## src/design/csdcap_pkg.sv

```systemverilog
// Package for the SD/MMC CSD capacity decoder.
// Holds field widths, stream packing widths and card kind codes.
// No dependencies.
`default_nettype none

package csdcap_pkg;

  // Input field widths.
  localparam int unsigned CsdHalfW = 64;
  localparam int unsigned AuCodeW  = 4;

  // Output field widths.
  localparam int unsigned SectorW   = 28;
  localparam int unsigned CapacityW = 37;
  localparam int unsigned EraseW    = 20;

  // Bytes per sector, as a shift.
  localparam int unsigned SectorShift = 9;

  // Stream data widths, padded to whole bytes.
  localparam int unsigned InDataW  = 136;
  localparam int unsigned OutDataW = 88;

  // Output field positions inside the result tdata.
  localparam int unsigned CapLsb   = SectorW;
  localparam int unsigned EraseLsb = SectorW + CapacityW;

  // Card kind register width and codes.
  localparam int unsigned KindW = 2;
  localparam logic [KindW-1:0] KindSdV2 = 2'd0;
  localparam logic [KindW-1:0] KindSdV1 = 2'd1;
  localparam logic [KindW-1:0] KindMmc  = 2'd2;

  // CSD structure code that selects the high capacity size rule.
  localparam logic [1:0] CsdStructV2 = 2'd1;

endpackage

`default_nettype wire

```

## src/design/sd_csd_capacity_decoder_unit.sv

```systemverilog
// An accepted input transaction passes the input register, then the result register.
// Throughput: one transaction per cycle; the input register and the result register
// form a two-stage pipeline that only holds while the output side stalls.
// Reset: rst_ni clears both stage valid flags and sets the card kind register to SD v2.
// Decodes a CSD register into sector count, byte capacity and erase block size.
// Depends on csdcap_pkg.
`default_nettype none

module sd_csd_capacity_decoder_unit (
  input  wire logic                                clk_i,
  input  wire logic                                rst_ni,
  // Card kind configuration write.
  input  wire logic                                cfg_we_i,
  input  wire logic [csdcap_pkg::KindW-1:0]        cfg_wdata_i,
  // Input stream.
  input  wire logic                                s_axis_tvalid,
  output logic                                     s_axis_tready,
  // tdata, low bit up: csd_high[63:0], csd_low[63:0], au_code[3:0], zero pad[3:0].
  input  wire logic [csdcap_pkg::InDataW-1:0]      s_axis_tdata,
  // Output stream.
  output logic                                     m_axis_tvalid,
  input  wire logic                                m_axis_tready,
  // tdata, low bit up: sector_count[27:0], capacity_bytes[36:0], erase_sectors[19:0],
  // zero pad[2:0].
  output logic [csdcap_pkg::OutDataW-1:0]          m_axis_tdata,
  // tuser: format_error.
  output logic                                     m_axis_tuser
);

  // Card kind register.
  logic [csdcap_pkg::KindW-1:0] kind_q;

  always_ff @(posedge clk_i or negedge rst_ni) begin
    if (!rst_ni) begin
      kind_q <= csdcap_pkg::KindSdV2;
    end else if (cfg_we_i) begin
      kind_q <= cfg_wdata_i;
    end
  end

  // Pipeline control: the output register loads when empty or when taken.
  logic in_valid_q;
  logic out_valid_q;
  logic out_load;
  logic in_load;

  assign out_load      = !out_valid_q || m_axis_tready;
  assign s_axis_tready = !in_valid_q || out_load;
  assign in_load       = s_axis_tvalid && s_axis_tready;

  always_ff @(posedge clk_i or negedge rst_ni) begin
    if (!rst_ni) begin
      in_valid_q  <= 1'b0;
      out_valid_q <= 1'b0;
    end else begin
      if (s_axis_tready) begin
        in_valid_q <= s_axis_tvalid;
      end
      if (out_load) begin
        out_valid_q <= in_valid_q;
      end
    end
  end

  // Input register holds the accepted transaction.
  logic [csdcap_pkg::CsdHalfW-1:0] csd_high_q;
  logic [csdcap_pkg::CsdHalfW-1:0] csd_low_q;
  logic [csdcap_pkg::AuCodeW-1:0]  au_code_q;

  always_ff @(posedge clk_i) begin
    if (in_load) begin
      csd_high_q <= s_axis_tdata[63:0];
      csd_low_q  <= s_axis_tdata[127:64];
      au_code_q  <= s_axis_tdata[131:128];
    end
  end

  // Split the CSD into bytes, byte 0 at the top of the high half.
  logic [7:0] csd_b [16];

  always_comb begin
    for (int k = 0; k < 8; k++) begin
      csd_b[k]     = csd_high_q[63-8*k -: 8];
      csd_b[k + 8] = csd_low_q[63-8*k -: 8];
    end
  end

  // High capacity rule: 16-bit size field plus one, in units of 512 KiB.
  logic [15:0]                    v2_csize;
  logic [csdcap_pkg::SectorW-1:0] v2_sectors;

  assign v2_csize   = {csd_b[8], csd_b[9]} + 16'd1;
  assign v2_sectors = csdcap_pkg::SectorW'(v2_csize) << 10;

  // Standard capacity rule: block count shifted by read block length plus multiplier.
  logic [4:0]                     v1_exp;
  logic [12:0]                    v1_csize;
  logic [3:0]                     v1_shift;
  logic                           v1_size_err;
  logic [csdcap_pkg::SectorW-1:0] v1_sectors;

  assign v1_exp = 5'(csd_b[5][3:0]) + 5'(csd_b[10][7]) + {2'b00, csd_b[9][1:0], 1'b0} + 5'd2;
  assign v1_csize = 13'(csd_b[8][7:6]) + {3'b000, csd_b[7], 2'b00}
                  + {1'b0, csd_b[6][1:0], 10'd0} + 13'd1;
  assign v1_size_err = (v1_exp < 5'd9);
  assign v1_shift    = 4'(v1_exp - 5'd9);
  assign v1_sectors  = v1_size_err ? '0 : (csdcap_pkg::SectorW'(v1_csize) << v1_shift);

  // Select the size rule from the CSD structure field.
  logic                           use_v2;
  logic [csdcap_pkg::SectorW-1:0] sectors;
  logic                           size_err;

  assign use_v2   = (csd_b[0][7:6] == csdcap_pkg::CsdStructV2);
  assign sectors  = use_v2 ? v2_sectors : v1_sectors;
  assign size_err = !use_v2 && v1_size_err;

  // Erase block size for each card kind.
  logic [csdcap_pkg::EraseW-1:0] erase_sdv2;
  logic [7:0]                    sdv1_base;
  logic [1:0]                    sdv1_sh;
  logic [csdcap_pkg::EraseW-1:0] erase_sdv1;
  logic [5:0]                    mmc_grp;
  logic [5:0]                    mmc_mult;
  logic [11:0]                   mmc_prod;

  assign erase_sdv2 = csdcap_pkg::EraseW'(16) << au_code_q;
  assign sdv1_base  = {1'b0, csd_b[10][5:0], 1'b0} + 8'(csd_b[11][7]) + 8'd1;
  assign sdv1_sh    = csd_b[13][7:6];
  assign erase_sdv1 = (sdv1_sh == 2'd0) ? '0
                    : (csdcap_pkg::EraseW'(sdv1_base) << (sdv1_sh - 2'd1));
  assign mmc_grp    = 6'(csd_b[10][6:2]) + 6'd1;
  assign mmc_mult   = {1'b0, csd_b[10][1:0], csd_b[11][7:5]} + 6'd1;
  assign mmc_prod   = 12'(mmc_grp) * 12'(mmc_mult);

  logic [csdcap_pkg::EraseW-1:0] erase;
  logic                          erase_err;

  always_comb begin
    erase_err = 1'b0;
    case (kind_q)
      csdcap_pkg::KindSdV2: begin
        erase = erase_sdv2;
      end
      csdcap_pkg::KindSdV1: begin
        erase     = erase_sdv1;
        erase_err = (sdv1_sh == 2'd0);
      end
      default: begin
        // MMC rule; the unused code decodes the same way.
        erase = csdcap_pkg::EraseW'(mmc_prod);
      end
    endcase
  end

  // Result register.
  logic [csdcap_pkg::SectorW-1:0]   sectors_q;
  logic [csdcap_pkg::CapacityW-1:0] capacity_q;
  logic [csdcap_pkg::EraseW-1:0]    erase_q;
  logic                             err_q;

  always_ff @(posedge clk_i) begin
    if (out_load && in_valid_q) begin
      sectors_q  <= sectors;
      capacity_q <= {sectors, csdcap_pkg::SectorShift'(0)};
      erase_q    <= erase;
      err_q      <= size_err || erase_err;
    end
  end

  assign m_axis_tvalid = out_valid_q;
  assign m_axis_tdata  = {3'b000, erase_q, capacity_q, sectors_q};
  assign m_axis_tuser  = err_q;

endmodule

`default_nettype wire

```

## config.mk

```make
export PLATFORM = sky130hd
export DESIGN_NAME = sd_csd_capacity_decoder_unit
export DESIGN_NICKNAME = d
export VERILOG_FILES = /design/src/design/csdcap_pkg.sv /design/src/design/sd_csd_capacity_decoder_unit.sv
export SDC_FILE = /design/constraint.sdc
export NUM_CORES = 1
export LEC_CHECK = 0
export BUFFER_PORTS_ARGS = -buffer_cell sky130_fd_sc_hd__buf_2
export CAP_MARGIN = 30
export CORE_MARGIN = 2
export CORE_UTILIZATION = 52
export DETAILED_ROUTE_END_ITERATION = 7
export HOLD_SLACK_MARGIN = 0.1
export PLACE_DENSITY = 0.84
export SYNTH_ARGS = -nofsm -noshare
export SYNTH_HDL_FRONTEND = slang
export SYNTH_SLANG_ARGS = --single-unit
```

## constraint.sdc

```tcl
create_clock -name clk_i -period 5.45 [get_ports clk_i]
set_input_delay 1.09 -clock clk_i [delete_from_list [all_inputs] [get_ports clk_i]]
set_output_delay 1.09 -clock clk_i [all_outputs]
set_load 0.02 [all_outputs]
```

# [Word level (Yosys, flattened, before mapping)]
# Cells that the tools add are included.
[word_totals] output_inout_bits=91 input_bits=143 wordCells=47 regBits=185
[op_classes] addsub=13 n_mul=1 n_lt_le_gt_ge=1 muxes=5 reduce_logical=12 n_eq_ne=2 shifts=3
[ops] cell="$mux W26" count=2
[ops] cell="$pmux W20 S2" count=1
[ops] cell="$shl A13 B4 Y28" count=1
[ops] cell="$mux W20" count=1
[ops] cell="$shl A5 B4 Y20 const A" count=1
[ops] cell="$shl A8 B2 Y20" count=1
[ops] cell="$add A16 B1 Y16 const B" count=1
[ops] cell="$add A11 B12 Y13" count=1
[ops] cell="$add A13 B1 Y13 const B" count=1
[ops] cell="$add A5 B1 Y6 const B" count=2
[ops] cell="$mul A6 B6 Y12" count=1
[ops] cell="$add A2 B10 Y11" count=1
[ops] cell="$add A7 B1 Y8" count=1
[ops] cell="$add A8 B1 Y8 const B" count=1
[ops] cell="$add A4 B1 Y5" count=1
[ops] cell="$add A5 B2 Y5 const B" count=1
[ops] cell="$add A5 B3 Y5" count=1
[ops] cell="$lt A5 B4 Y1 const B" count=1
[ops] cell="$eq A2 B1 Y1 const B" count=2
[ops] cell="$logic_not A2 Y1" count=2
[ops] cell="$sub A4 B4 Y4 const B" count=1
[ops] cell="$logic_and A1 B1 Y1" count=3
[ops] cell="$logic_not A1 Y1" count=3
[ops] cell="$logic_or A1 B1 Y1" count=3
[ops] cell="3 further kinds" count=3

# [Longest topological paths before layout]
[depth] depth_word=7 ltp_mapped=17 mapped_depth_nobuf=16

# [Least setup slack after synthesis]
# OpenSTA, ideal clock, no wires.
[synth_timing] path_type="flip-flop to flip-flop" start="register csd_low_q[42] (netlist bit)" end="register erase_q[9] (netlist bit) (data pin)" t_required_ns=5.194 n_path_buf=2 synth_period_minus_slack_ns=4.533 slack_ns=0.917 setup_time_ns=0.256 arrival_time_ns=4.277 stages_incl_launch_ff=18 path_cell_list="edfxtp_1 clkbuf_1 and3_1 clkbuf_1 xnor2_1 nor2_1 fa_1 inv_1 fa_1 fa_1 inv_1 ha_1 nor2b_1 o21ai_0 a21boi_0 o21a_1 or3_1 a31o_2"
[synth_via] elab_chain_cells=5 word_cells_on_any_way=7 classes_between="add/sub: 3; mul: 1; shift: 1; mux: 2"
[synth_rtl] element="from (decl)" line_no="sd_csd_capacity_decoder_unit.sv:67" source="logic [csdcap_pkg::CsdHalfW-1:0] csd_low_q;"
[synth_rtl] element="from (signal assigned)" line_no="sd_csd_capacity_decoder_unit.sv:73" source="csd_low_q <= s_axis_tdata[127:64];"
[synth_rtl] element="parallel branches: the longest is 4 deep, another holds $mul A6 B6 Y12"
[synth_rtl] element="$pmux W20 S2 *" line_no="sd_csd_capacity_decoder_unit.sv:141" source="case (kind_q)"
[synth_rtl] element="net erase (one bit)" line_no="sd_csd_capacity_decoder_unit.sv:136" source="logic [csdcap_pkg::EraseW-1:0] erase;"
[synth_rtl] element="to (signal assigned)" line_no="sd_csd_capacity_decoder_unit.sv:166" source="erase_q <= erase;"
[synth_rtl] element="to (decl)" line_no="sd_csd_capacity_decoder_unit.sv:159" source="logic [csdcap_pkg::EraseW-1:0] erase_q;"
# Mark *: on every way through the listed nets, which the timed path passes.
# A chain may end at the register's enable or synchronous reset.

# [Worst setup path after layout]
# Ends and elaborated chain as after synthesis.

==> qor_table.md <==
| Item | This run |
| --- | --- |
| Result of the run | finished, final reports clean |
| NetSw | 0.963 mW |
| Start point of the worst hold path | in_valid_q |
| R2r startpoint | csd_low_q[42] |
| Wire length of the first global-routing pass | 25,500 um |
| HPWL reported at the end of detailed placement | 12,000 um |
| First-pass iteration count of the detailed router | 5 |
| Area of the core | 13,300 um^2 |
| Leakage | 3.34 nW |
| Path class of the lowest-slack min-delay path | register to register |
| Final Hold Vio Count | 0 |
| Arrival time of the worst setup path | 5.20 ns |
| Pins Over Slew Limit | 0 |
| Area taken by multi-input logic gates | 3500 um^2 |
| Number of placed cells counting well taps | 949 |
| Relative max-transition margin | 43.5% |
| Worst-path maximum fanout | 10 |
| Starting DRT DRC Count | 459 |
| Commonest register cell after synthesis | edfxtp_1 |
| Power share of the combinational group | 35.0% |
| Clock root buffer | clkbuf_16 |
| Transition time of the tightest slew-check pin | 0.848 ns |
| Sequential standard cell area | 3040 um^2 |
| RSZ-0062 raised after global routing | false |
| Launching element of the worst setup path | csd_low_q[42] |
| Total Die Area | 14,700 um^2 |
| Setup Fix Bufs, Post-CTS | 0 |
| Most frequent standard cell in the layout excluding fill and tap cells | buf_2 |
| Fill cell instance count of the final layout | 1,098 |
| Clock tree buffer depth | 2 |
| Relative contribution of sequential cells to total power | 38.4% |
| Worst setup margin | 0.370 ns |
| Die Span Y | 121 um |
| Detailed-route vias per instance | 5.74 |
| Wire per inst | 16.5 um |
| Hold buffers post-CTS | 0 |
| Min Clock Period, post-route | 5.08 ns |
| Switching Share | 35.8% |
| Post-route DRC violation count | 0 |
| Highest-count cells in the layout ignoring fill and taps | 135 x buf_2, 98 x edfxtp_1, 59 x nor2_1 |
| Number of cell rows | 42 |
| Data required, critical path | 5.57 ns |
| Cell area power density | 336 nW/um^2 |
| Max-cap violation count | 0 |
| Final critical-path share of the clock period | 93.2% |
| Initial core utilization | 53.6% |
| Startpoint type of the worst setup path | register |
| Total CTS buffers | 9 |
| Total Negative Setup Slacks | 0 ns |
| CTS tree | yes |
| Count of cell types in the netlist | 74 |
| Share of synthesized area occupied by flip-flops and latches | 42.5% |
| Share of async-settable or async-resettable flops after synthesis | 3.92% |
| Number of standard cells after synthesis | 701 |
| Area growth from synthesis to final layout | 11.8% |
| Clock Skew | 0.0115 ns |
| Fmax | 197 MHz |
| Fraction of final layout cells with drive strength greater than 1 | 23.3% |
| Post-synth EDFFs | 98 |
| Remaining number of nets flagged by the antenna check after routing | 0 |
| Final-stage net count | 979 |
| Tot Pwr | 2.69 mW |
| Via count of the first global-routing pass | 5,028 |
| Internal power contribution | 1.73 mW |
| CTS H-tree lvls | 3 |
| Number of register bits inferred by synthesis | 102 |
| Maximum ir drop on the vdd rail | 0.295 mV |
| Synthesized cell area | 7160 um^2 |
| I/O pin count | 234 |
| Clk pwr share | 26.6% |
| Final wirelength | 16,000 um |
| DIE WIDTH | 121 um |
| Post-CTS clock slew at the launch and capture registers of the worst setup and hold paths | 0.07 ns |
| Overflow left after global routing | 0 |
| Antenna violations before repair | 1 |
| Category of the worst setup path capture point | register |
| Number of gates resized after cts | 0 |
| Final setup violating endpoints | 0 |
| Clock latency at the later pin of the worst-skew pair | 0.36 ns |
| Overall global routing resource usage | 22.5% |
| Synth Warn # | 0 |
| Kind of critical path | register to register |
| Final core utilization | 60.0% |
| Number of buffer cells added on primary ports | 134 |
| Post-place setup slack | 0.436 ns |
| GP Congestion | 0.972 |
| Average cell area after synthesis | 10.2 um^2 |
| Vias after detailed routing | 5,548 |
| Largest net degree at the start of global routing | 50 |
| CTS sink cnt | 102 |
| Fin cells | 967 |
-- routing by layer --
layer | part of all wire (%) | vias up | GRT usage (%)
met4 | 2.7 | 0 | 8.41
met1 | 43 | 2618 | 30.6
met2 | 47 | 249 | 35.7
met3 | 7.5 | 29 | 4.70
li1 | - | 2652 | -
met5 | 0 | - | 0
-- cells in the mapped netlist (all sizes together) (6+ instances only) --
library cell / n / area [um^2]
mux2i: 8 / 80.1
o211ai: 8 / 60.1
a21oi: 26 / 130
nor2: 59 / 221
ha: 33 / 413
nand4: 13 / 96.3
nand2b: 14 / 87.6
edfxtp: 98 / 2940
and3: 6 / 37.5
o22ai: 7 / 43.8
nand2: 49 / 184
a211o: 6 / 52.6
nor3: 16 / 85.1
mux2: 8 / 93.8
and2: 8 / 50.1
nor2b: 8 / 50.1
nand3: 31 / 165
xor2: 19 / 166
o21ai: 26 / 130
xnor2: 21 / 191
clkbuf: 19 / 71.3
o221ai: 6 / 65.1
inv: 47 / 176
fa: 18 / 360
buf: 60 / 417
-- power by group through the flow --
stage	Combinational (mW)	Clock, mW	Sequential (mW)
after floorplan	0.677	0	1.09
after global placement	0.897	0	1.05
after detailed placement	0.922	0	1.05
after CTS	0.930	0.727	1.03
after global routing	1.03	0.765	1.04
final	0.942	0.715	1.03
-- kinds of logic (layout without fill, tap and decap cells) --
logic type	after synthesis	count (layout)	share of synthesized area [%]
compound gates	135	135	13.3
xor+xnor	40	40	5.00
fa+ha+maj	51	51	10.8
buf+inv	126	204	9.28
flops	102	102	42.5
mux	17	17	2.74
other cells	1	13	0.0524
simple gates	229	229	16.3
-- metrics by stage --
stage               area, um^2  hold WS, ns
floorplan                 7200        0.449
finish                    8010        0.509
global placement          7640        0.465
global route              8010        0.533
detailed placement        7660        0.494
CTS                       8000        0.510
-- layout make-up --
cell class                      count  area share, %
Inverter                           47           2.20
Clock inverter                      7           1.39
Multi-Input combinational cell    484           43.7
Sequential cell                   102           38.0
Antenna cell                        1         0.0313
Tap cell                          176           2.75
Timing Repair Buffer              141           9.16
Clock buffer                        9           2.81
-- registers in the layout, indices dropped and copies added (netlist names) --
signal         flops
au_code_q          4
in_valid_q         1
erase_q           20
m_axis_tvalid      1
kind_q             2
m_axis_tuser       1
sectors_q         28
csd_high_q        16
csd_low_q         29
-- worst max-delay path, cell delays in order (launching register included) --
cell and delay [ns]:
edfxtp_1 0.56, ha_1 0.36, nand3_1 0.13, xor2_1 0.42, nor2_1 0.12, fa_1 0.52, inv_1 0.05, fa_1 0.46
fa_1 0.55, inv_1 0.04, ha_1 0.32, nor2b_1 0.15, o21ai_0 0.20, a21boi_0 0.20, o21a_1 0.22, or3_1 0.30
a31o_2 0.25
-- worst paths after layout --
check,cells after the start,slack [ns],endpoint
max reg2reg,16,0.37,erase_q[9]
min,1,0.51,m_axis_tvalid
min in group asynchronous,1,0.55,kind_q[1]
max in group asynchronous,1,4.73,m_axis_tvalid
min reg2reg,1,0.51,m_axis_tvalid
max,16,0.37,erase_q[9]
No activity file was read; power rests on OpenSTA's default activity.
